==> src/hdl/mqalu_pkg.sv <==
// Shared types and constants for the modulo-3329 arithmetic pipeline.
// Depends on nothing; imported by every module of the block.
`default_nettype none

package mqalu_pkg;

    typedef enum logic [2:0] {
        OP_CANON     = 3'd0,
        OP_IS_CANON  = 3'd1,
        OP_BARRETT   = 3'd2,
        OP_MONT_RED  = 3'd3,
        OP_TO_MONT   = 3'd4,
        OP_FROM_MONT = 3'd5,
        OP_MONT_MUL  = 3'd6
    } mqalu_op_t;

    // Field modulus and its derived constants.
    localparam logic [11:0] Q          = 12'd3329;
    localparam logic [12:0] Q_S        = 13'sd3329;
    localparam logic [15:0] QINV16     = 16'hF301;     // -3327 modulo 2^16
    localparam logic [15:0] R2_MOD_Q   = 16'sd1353;    // 2^32 mod q
    localparam logic [15:0] BARRETT_V  = 16'sd20159;
    localparam int          BARRETT_SH = 26;
    localparam logic [31:0] BARRETT_RND = 32'(64'd1 << (BARRETT_SH - 1));

    // Reciprocal for the canonical reduction: floor(2^32 / q).
    localparam logic [20:0] CANON_M    = 21'((64'd1 << 32) / 64'd3329);
    // 2^31 mod q, removed again after the offset that makes the input unsigned.
    localparam logic [11:0] CANON_BIAS = 12'((64'd1 << 31) % 64'd3329);

    typedef struct packed {
        logic ld_quot;   // load the quotient estimate stage
        logic ld_rem;    // load the remainder stage
    } mqalu_ctl_t;

endpackage

`default_nettype wire

==> src/hdl/mqalu_canon.sv <==
// Two-stage reduction of a signed 32-bit value to 0..3328 by reciprocal multiply.
// Depends on mqalu_pkg for the modulus constants and the stage load struct.
`default_nettype none

module mqalu_canon
    import mqalu_pkg::*;
(
    input  wire logic        aclk,
    input  wire mqalu_ctl_t  ctl,
    input  wire logic [31:0] value_in,
    output logic      [11:0] canon_out
);

    logic [31:0] u_biased;
    logic [52:0] quot_prod;
    logic [20:0] quot_reg;
    logic [12:0] ulo_reg;
    logic [32:0] qq_prod;
    logic [12:0] rem_raw;
    logic [11:0] rem_next;
    logic [11:0] rem_reg;
    logic [12:0] unbias_sum;

    // Offsetting by 2^31 makes the value unsigned; the estimate may be one low.
    assign u_biased  = value_in ^ 32'h8000_0000;
    assign quot_prod = 53'(u_biased) * 53'(CANON_M);

    always_ff @(posedge aclk) begin
        if (ctl.ld_quot) begin
            quot_reg <= quot_prod[52:32];
            ulo_reg  <= u_biased[12:0];
        end
    end

    // The true remainder is below 2q, so 13 low bits carry it exactly.
    assign qq_prod  = 33'(quot_reg) * 33'(Q);
    assign rem_raw  = ulo_reg - qq_prod[12:0];
    assign rem_next = (rem_raw >= 13'(Q)) ? 12'(rem_raw - 13'(Q)) : rem_raw[11:0];

    always_ff @(posedge aclk) begin
        if (ctl.ld_rem) begin
            rem_reg <= rem_next;
        end
    end

    assign unbias_sum = (rem_reg >= CANON_BIAS) ? 13'(rem_reg - CANON_BIAS)
                                                : 13'(rem_reg) + 13'(Q - CANON_BIAS);
    assign canon_out  = unbias_sum[11:0];

endmodule

`default_nettype wire

==> src/hdl/mlkem_modq_alu_core.sv <==
// ML-KEM modulo-3329 arithmetic unit: Barrett, Montgomery and canonical reduction.
// Throughput: one item per cycle when the output is not stalled; six pipeline registers, each with its own valid bit.
// A stage moves whenever it is empty or the stage after it moves, so bubbles close up.
// Reset (aresetn low at a clock edge) clears all valid bits; payload registers are not reset.
// Depends on mqalu_pkg and mqalu_canon.
`default_nettype none

module mlkem_modq_alu_core
    import mqalu_pkg::*;
(
    input  wire logic        aclk,
    input  wire logic        aresetn,
    // Input channel.
    input  wire logic        s_tvalid,
    output logic             s_tready,
    input  wire logic [47:0] s_tdata,   // [31:0] operand_a, [47:32] operand_b
    input  wire logic [2:0]  s_tuser,   // [2:0] opcode
    // Result channel.
    output logic             m_tvalid,
    input  wire logic        m_tready,
    output logic      [15:0] m_tdata,   // [15:0] result_value
    output logic      [0:0]  m_tuser    // [0] canonical_flag
);

    // Valid bits and ready chain. Stage k loads when it is empty or stage k+1 loads.
    logic v1_reg, v2_reg, v3_reg, v4_reg, v5_reg, v6_reg;
    logic rdy1, rdy2, rdy3, rdy4, rdy5, rdy6;
    logic ld1, ld2, ld3, ld4, ld5, ld6;

    assign rdy6 = !v6_reg || m_tready;
    assign rdy5 = !v5_reg || rdy6;
    assign rdy4 = !v4_reg || rdy5;
    assign rdy3 = !v3_reg || rdy4;
    assign rdy2 = !v2_reg || rdy3;
    assign rdy1 = !v1_reg || rdy2;

    assign ld1 = rdy1 && s_tvalid;
    assign ld2 = rdy2 && v1_reg;
    assign ld3 = rdy3 && v2_reg;
    assign ld4 = rdy4 && v3_reg;
    assign ld5 = rdy5 && v4_reg;
    assign ld6 = rdy6 && v5_reg;

    assign s_tready = rdy1;

    always_ff @(posedge aclk) begin
        if (!aresetn) begin
            v1_reg <= 1'b0;
            v2_reg <= 1'b0;
            v3_reg <= 1'b0;
            v4_reg <= 1'b0;
            v5_reg <= 1'b0;
            v6_reg <= 1'b0;
        end else begin
            if (rdy1) v1_reg <= s_tvalid;
            if (rdy2) v2_reg <= v1_reg;
            if (rdy3) v3_reg <= v2_reg;
            if (rdy4) v4_reg <= v3_reg;
            if (rdy5) v5_reg <= v4_reg;
            if (rdy6) v6_reg <= v5_reg;
        end
    end

    // Stage 1: operand products. The Montgomery path input is either operand_a
    // itself, its signed low half, or that half times operand_b or times 2^32 mod q.
    // The inner canonicalization of the conversion into Montgomery form is dropped:
    // every later step is exact, and the final reduction sees only the residue.
    mqalu_op_t          in_op;
    logic signed [15:0] in_a16;
    logic signed [15:0] in_b16;
    logic signed [15:0] mul_rhs;
    logic signed [31:0] mul_prod;
    logic signed [31:0] bar_prod;
    logic        [31:0] mont_in_next;
    logic               flag_next;

    assign in_op    = mqalu_op_t'(s_tuser[2:0]);
    assign in_a16   = s_tdata[15:0];
    assign in_b16   = s_tdata[47:32];
    assign mul_rhs  = (in_op == OP_MONT_MUL) ? in_b16 : R2_MOD_Q;
    assign mul_prod = in_a16 * mul_rhs;
    assign bar_prod = in_a16 * $signed(BARRETT_V);
    assign flag_next = (in_op == OP_IS_CANON) && !in_a16[15] && (in_a16 < $signed(16'(Q)));

    always_comb begin
        case (in_op) inside
            OP_CANON, OP_MONT_RED: mont_in_next = s_tdata[31:0];
            OP_FROM_MONT:          mont_in_next = 32'(in_a16);
            default:               mont_in_next = mul_prod;
        endcase
    end

    mqalu_op_t   op1_reg;
    logic [31:0] a1_reg;
    logic [31:0] mont_in1_reg;
    logic [31:0] bar_prod1_reg;
    logic        flag1_reg;

    always_ff @(posedge aclk) begin
        if (ld1) begin
            op1_reg       <= in_op;
            a1_reg        <= s_tdata[31:0];
            mont_in1_reg  <= mont_in_next;
            bar_prod1_reg <= bar_prod;
            flag1_reg     <= flag_next;
        end
    end

    // Stage 2: Montgomery factor t = low half of (input * qinv), and the rounded
    // Barrett quotient, which lies in -10..10 and fits six signed bits.
    logic [31:0] tm_prod;
    logic [31:0] bar_rnd;

    assign tm_prod = 32'(mont_in1_reg[15:0]) * 32'(QINV16);
    assign bar_rnd = bar_prod1_reg + BARRETT_RND;

    mqalu_op_t   op2_reg;
    logic [31:0] a2_reg;
    logic [31:0] mont_in2_reg;
    logic [15:0] tm2_reg;
    logic [5:0]  tb2_reg;
    logic        flag2_reg;

    always_ff @(posedge aclk) begin
        if (ld2) begin
            op2_reg      <= op1_reg;
            a2_reg       <= a1_reg;
            mont_in2_reg <= mont_in1_reg;
            tm2_reg      <= tm_prod[15:0];
            tb2_reg      <= bar_rnd[31:26];
            flag2_reg    <= flag1_reg;
        end
    end

    // Stage 3: subtract t*q. The low half of the Montgomery difference is zero,
    // so the high half is the reduced value; the Barrett result wraps to 16 bits.
    logic signed [28:0] tq_prod;
    logic        [31:0] mont_diff;
    logic signed [18:0] tbq_prod;
    logic        [15:0] bar_res;

    assign tq_prod   = $signed(tm2_reg) * $signed(Q_S);
    assign mont_diff = mont_in2_reg - 32'(tq_prod);
    assign tbq_prod  = $signed(tb2_reg) * $signed(Q_S);
    assign bar_res   = a2_reg[15:0] - tbq_prod[15:0];

    mqalu_op_t   op3_reg;
    logic [31:0] a3_reg;
    logic [15:0] mont3_reg;
    logic [15:0] bar3_reg;
    logic        flag3_reg;

    always_ff @(posedge aclk) begin
        if (ld3) begin
            op3_reg   <= op2_reg;
            a3_reg    <= a2_reg;
            mont3_reg <= mont_diff[31:16];
            bar3_reg  <= bar_res;
            flag3_reg <= flag2_reg;
        end
    end

    // Stages 4 and 5: canonical reduction of either operand_a or the Montgomery result.
    logic [31:0] canon_in;
    logic [11:0] canon_val;
    mqalu_ctl_t  canon_ctl;

    assign canon_in = (op3_reg == OP_CANON) ? a3_reg : {{16{mont3_reg[15]}}, mont3_reg};
    assign canon_ctl.ld_quot = ld4;
    assign canon_ctl.ld_rem  = ld5;

    mqalu_canon u_canon (
        .aclk      (aclk),
        .ctl       (canon_ctl),
        .value_in  (canon_in),
        .canon_out (canon_val)
    );

    mqalu_op_t   op4_reg, op5_reg;
    logic [15:0] mont4_reg, mont5_reg;
    logic [15:0] bar4_reg, bar5_reg;
    logic        flag4_reg, flag5_reg;

    always_ff @(posedge aclk) begin
        if (ld4) begin
            op4_reg   <= op3_reg;
            mont4_reg <= mont3_reg;
            bar4_reg  <= bar3_reg;
            flag4_reg <= flag3_reg;
        end
        if (ld5) begin
            op5_reg   <= op4_reg;
            mont5_reg <= mont4_reg;
            bar5_reg  <= bar4_reg;
            flag5_reg <= flag4_reg;
        end
    end

    // Stage 6: result selection into the output register. The test opcode and
    // the unused code give a zero value.
    logic [15:0] result_next;

    always_comb begin
        case (op5_reg) inside
            OP_CANON, OP_TO_MONT, OP_FROM_MONT, OP_MONT_MUL:
                result_next = 16'(canon_val);
            OP_MONT_RED: result_next = mont5_reg;
            OP_BARRETT:  result_next = bar5_reg;
            default:     result_next = 16'd0;
        endcase
    end

    logic [15:0] result_reg;
    logic        flag6_reg;

    always_ff @(posedge aclk) begin
        if (ld6) begin
            result_reg <= result_next;
            flag6_reg  <= flag5_reg;
        end
    end

    assign m_tvalid   = v6_reg;
    assign m_tdata    = result_reg;
    assign m_tuser[0] = flag6_reg;

endmodule

`default_nettype wire

==> config.mk <==
export PLATFORM = sky130hd
export DESIGN_NAME = mlkem_modq_alu_core
export DESIGN_NICKNAME = d
export VERILOG_FILES = /design/src/hdl/mqalu_pkg.sv /design/src/hdl/mqalu_canon.sv /design/src/hdl/mlkem_modq_alu_core.sv
export SDC_FILE = /design/constraint.sdc
export NUM_CORES = 2
export LEC_CHECK = 0
export BUFFER_PORTS_ARGS = -buffer_cell sky130_fd_sc_hd__buf_2
export CAP_MARGIN = 20
export CORE_MARGIN = 3
export CORE_UTILIZATION = 60
export CTS_CLUSTER_DIAMETER = 40
export CTS_CLUSTER_SIZE = 12
export DETAILED_ROUTE_END_ITERATION = 16
export GPL_TIMING_DRIVEN = 0
export HOLD_SLACK_MARGIN = 0.02
export PLACE_DENSITY_LB_ADDON = 0.12
export SLEW_MARGIN = 30
export SYNTH_ARGS = -nofsm -noshare
export SYNTH_HDL_FRONTEND = slang
export SYNTH_SLANG_ARGS = --single-unit
==> constraint.sdc <==
create_clock -name aclk -period 7.4 [get_ports aclk]
set_clock_uncertainty 0.05 [all_clocks]
set_input_delay 0.74 -clock aclk [delete_from_list [all_inputs] [get_ports aclk]]
set_output_delay 0.74 -clock aclk [all_outputs]
set_load 0.005 [all_outputs]
-- Word level (Yosys, flattened, before mapping)
Cells that the tools add are included.
- $add $sub $neg: 7
- multiply operators: 7
- $lt $le $gt $ge: 3
- eq/ne operators: 9
- multiplexer cells: 9
- bitwise logic cells: 1
- reductions and logical operators: 26
- operators with widths (kind ; number):
    $mux W32 ; 3
    $mul A32 B21 Y53 const B ; 1
    $mux W16 ; 3
    $mux W12 ; 3
    $add A32 B26 Y32 const B ; 1
    $mul A16 B16 Y32 ; 1
    $mul A16 B16 Y32 const B ; 1
    $sub A32 B32 Y32 ; 1
    $mul A16 B13 Y29 const B ; 1
    $sub A12 B12 Y12 const B ; 2
    $mul A21 B12 Y13 const B ; 1
    $lt A16 B13 Y1 const B ; 1
    $mul A16 B13 Y16 const B ; 1
    $mul A6 B13 Y16 const B ; 1
    $sub A16 B16 Y16 ; 1
    $eq A3 B3 Y1 const B ; 5
    $ge A13 B12 Y1 const B ; 1
    $sub A13 B13 Y13 ; 1
    $add A12 B10 Y12 const B ; 1
    $ge A12 B12 Y1 const B ; 1
    $eq A3 B2 Y1 const B ; 3
    $logic_not A3 Y1 ; 3
    $logic_and A1 B1 Y1 ; 8
    $logic_not A1 Y1 ; 7
    other kinds (5) ; 10
- register bits: 399
- input port bits: 55
- output and inout bits: 19
- word-level logic and storage cells: 98

-- Longest topological paths before layout
- depth in word-level cells: 8
- gate-level depth with buffers: 29
- depth with buffers taken out: 29

-- By module
Synthesis repeated with hierarchy kept, for this count alone.
- cells, all modules: 4195
- area, all modules: 45994.1 um^2
- modules (own cells, without submodules) (module ; instances ; cells an instance ; area each (um^2) ; seq. area each (um^2)):
    mlkem_modq_alu_core ; 1 ; 2915 ; 32102.0 ; 9549.2
    mqalu_canon ; 1 ; 1280 ; 13892.1 ; 1141.1

-- Least setup slack after synthesis
OpenSTA, ideal clock, no wires.
- path kind: input-to-reg
- from: input port m_tready
- to: register a2_reg[0], enable pin
- setup time: 0.648 ns
- data arrival time: 7.254 ns
- data required time: 6.702 ns
- setup slack: -0.552 ns
- stages: 5
- path buffers: 1
- cell sequence: nor2b_1 > and2_1 > and3_1 > clkbuf_1 > a21boi_0
- word-level cells in the longest chain between the ends: 6
- ends and longest elaborated chain (item ; line ; source):
    start: declaration ; mlkem_modq_alu_core.sv:20 ; input wire logic m_tready,
    $logic_or A1 B1 Y1 ; mlkem_modq_alu_core.sv:30 ; assign rdy6 = !v6_reg || m_tready;
    $logic_or A1 B1 Y1 ; mlkem_modq_alu_core.sv:31 ; assign rdy5 = !v5_reg || rdy6;
    $logic_or A1 B1 Y1 ; mlkem_modq_alu_core.sv:32 ; assign rdy4 = !v4_reg || rdy5;
    $logic_or A1 B1 Y1 ; mlkem_modq_alu_core.sv:33 ; assign rdy3 = !v3_reg || rdy4;
    $logic_or A1 B1 Y1 ; mlkem_modq_alu_core.sv:34 ; assign rdy2 = !v2_reg || rdy3;
    $logic_and A1 B1 Y1 ; mlkem_modq_alu_core.sv:38 ; assign ld2 = rdy2 && v1_reg;
    named net ld2 ; mlkem_modq_alu_core.sv:28 ; logic ld1, ld2, ld3, ld4, ld5, ld6;
    end signal: assignment ; mlkem_modq_alu_core.sv:127 ; a2_reg <= a1_reg;
    end: declaration ; mlkem_modq_alu_core.sv:118 ; logic [31:0] a2_reg;
The timed path passes the listed nets, and every way through them passes these cells.
A chain may end at the register's enable or synchronous reset.

-- Final worst setup path
- from: register op3_reg[2]
- to: register u_canon.quot_reg[9], data pin
- elaborated cells between the ends (all ways): 4
- those cells by class: mul (1); mux (1); bitwise (1); reduce/logical (1)
- RTL lines (item ; line ; source):
    start: declaration ; mlkem_modq_alu_core.sv:147 ; mqalu_op_t op3_reg;
    start signal: assignment ; mlkem_modq_alu_core.sv:155 ; op3_reg <= op2_reg;
    $logic_not A3 Y1 ; mlkem_modq_alu_core.sv:168 ; assign canon_in = (op3_reg == OP_CANON) ? a3_reg : {{16{mont3_reg[15]}}, mont3_reg};
    $mux W32 ; mlkem_modq_alu_core.sv:168 ;
    named net canon_in[8] ; mlkem_modq_alu_core.sv:164 ; logic [31:0] canon_in;
    $mul A32 B21 Y53 ; mqalu_canon.sv:26 ; assign quot_prod = 53'(u_biased) * 53'(CANON_M);
    named net u_canon.quot_prod[41] ; mqalu_canon.sv:15 ; logic [52:0] quot_prod;
    end signal: assignment ; mqalu_canon.sv:30 ; quot_reg <= quot_prod[52:32];
    end: declaration ; mqalu_canon.sv:16 ; logic [20:0] quot_reg;
The timed path passes the listed nets, and every way through them passes these cells.

==> results.cfg <==
[outcome]
status = complete, but fails checks
violations = setup timing

[layout]
most-common-layout-cells = inv_1 (1147), fa_1 (734), ha_1 (598)
utilization_pct = 67.8
final_common_cell = inv_1
nets = 5819
drive_gt1_share_pct = 10.7
area_growth_pct = 11.1

[detailed_routing]
drc = 0
antenna_left = 0
vias = 29100
vias_per_cell = 5.41
wl_per_cell_um = 20.1
wirelength_mm = 108
firstDrtPassIters = 5
drt_first_iter_violations = 1682

[setup_path]
rrSetupSlack_ps = -230
reg2reg_to = u_canon.quot_reg[9]$_DFFE_PP_
arrival_ps = 7870
cp-end-kind = flip-flop
r2r_start = op3_reg[2]$_DFFE_PP_
cp.required_ps = 7640
critPathLaunchType = flip-flop
startpoint = op3_reg[2]$_DFFE_PP_
worst-r2r-cell-count = 23
critPathCapture = u_canon.quot_reg[9]$_DFFE_PP_
worstSetupPathType = reg -> reg
crit_fanout = 8

[hold_path]
min_path_type = in -> reg
hold_depth = 1
hp-start = s_tuser[1]

[yosys]
ys_top_cells_by_area = fa_1 (33%), edfxtp_1 (23%), ha_1 (17%)
synth_edf_count = 352
yosysTopAreaCell = fa_1
async_flop_share_pct = 0
synthCells = 4187
synth-seq-area-share_pct = 23.3
ys_ff_latch = 358
synthFlopType = edfxtp_1
synth_area_um2 = 45800
synth_top_cell_area_share_pct = 33.4
ys_types = 73
avgSynthCellArea_um2 = 10.9
synth_fp_nets = 5627
yosys_warnings = 0

[sta]
tightestPinTransition_ps = 952
layout_setup_ws_ps = -231
min_period_ps = 7630
grt_setup_unrepaired = yes
slew_violations = 0
holdWs_ps = 329
setup_viol_count_final = 8
setup_tns_ps = -1300
finalHoldViolations = 0
slew_headroom_pct = 36.4
timing.fmax_ghz = 0.131
fin_crit_sh_pct = 103

[global_route]
antenna_found_initial = 2
grt_pass1_vias = 31300
grt_usage_pct = 28.5
grt_pass1_wl_mm = 171
grt_max_degree = 28
overflow = 0

[clock_network]
root_buffer = clkbuf_16
clock_path_buffers = 3
htreeDepth = 2
cts.sinks = 358
clkTransAtPathRegs_ps = 60
cts_tree = done
clk_latency_ps = 570
cts_buffers = 46

[floorplan]
core_area_um2 = 75100
die_x_um = 282
die_h_um = 282
row_count = 100
dieArea_um2 = 79700
start_util_pct = 61.0
ioPinCount = 74

[place]
hpwlAfterDp_mm = 90.2
io_buffers = 73
gp_congestion = 0.962

[flow_run]
max-cap-violations = 0
-- cells in the mapped netlist (6+ instances only) --
library cell / instances
o211ai_1: 15
nand4_1: 8
o21ai_0: 64
nand2_1: 188
nand3_1: 49
mux2i_1: 24
nor2b_1: 22
o21a_1: 17
inv_1: 1173
fa_1: 765
or2_2: 14
a21boi_0: 9
or3_1: 11
nor3_1: 27
a211oi_1: 12
a21o_1: 39
nand3b_1: 6
mux2_2: 18
o31ai_1: 12
o21bai_1: 10
a31oi_1: 13
ha_1: 620
a21oi_1: 125
nand2b_1: 18
a211o_1: 9
xnor2_1: 131
o22ai_1: 13
and3_1: 71
xor2_1: 49
clkbuf_1: 68
dfxtp_1: 6
nor2_1: 116
edfxtp_1: 352
and2_1: 48
-- critical path, cell delays in order (launching register included) --
cell	delay, ps
edfxtp_1	440
nor3_4	240
buf_12	170
clkbuf_16	170
mux2_4	340
inv_4	90
fa_1	450
fa_1	470
fa_1	510
inv_2	40
fa_1	580
fa_1	440
fa_1	470
fa_1	590
ha_4	220
a2111o_1	500
a2111oi_4	400
a211oi_4	150
o31ai_4	270
o21ai_4	110
buf_4	160
a21oi_2	140
o21ai_1	110
xor2_2	210
-- what timing repair did --
action / CTS / global route
gates resized for setup: 188 / 121
setup buffers: 51 / 16
cloned: 1 / 0
endpoints found under the setup margin: 35 / 22
pin swaps: 52 / 54
hold buffers: 0 / 0
-- final cells by class --
cell class,count,area [µm²]
Multi-Input combinational cell,2584,31400
Buffer,62,403
Antenna cell,1,2.50
Sequential cell,358,10700
Clock buffer,53,1200
Timing Repair Buffer,154,1230
Clock inverter,26,295
Inverter,1173,4430
Fill cell,5708,24200
Tap cell,969,1210
-- kinds of logic (layout without fill, tap and decap cells) --
logic type,count (synthesis),after routing,synth area share [%]
buf+inv,1245,1468,10.2
other cells,0,1,0
mux,42,42,0.967
compound gates,380,380,5.31
flops,358,358,23.3
fa+ha+maj,1385,1385,50.4
simple gates,597,597,6.37
xor+xnor,180,180,3.44
-- per-stage QoR --
stage                     worst slack [ps]  instance area (µm²)  cells
after global routing                  -451                50900   5379
after floorplan                       2.24                45800   4187
after detailed placement             -2060                47800   5244
after CTS                             -222                50400   5369
final                                 -231                50900   5380
after global placement               -2030                47400   5229
-- routing by layer --
metal / vias up / GRT usage (%) / wire length [µm]
li1: 13500 / - / -
met1: 14600 / 36.1 / 42700
met2: 828 / 49.2 / 53700
met3: 233 / 4.24 / 6430
met4: 0 / 12.1 / 5370
met5: - / 0 / 0
-- how the worst min path moves through the flow --
stage	endpoint	slack (ps)
2_1_floorplan	a2_reg[0]$_DFFE_PP_	350
3_3_place_gp	a3_reg[17]$_DFFE_PP_	350
3_5_place_dp	a2_reg[14]$_DFFE_PP_	350
4_1_cts	op1_reg[1]$_DFFE_PP_	300
5_1_grt	op1_reg[1]$_DFFE_PP_	310
6_report	op1_reg[1]$_DFFE_PP_	330
Power is not shown: default switching activity piles up to over one toggle a cycle in this logic, so the estimate is an artifact.
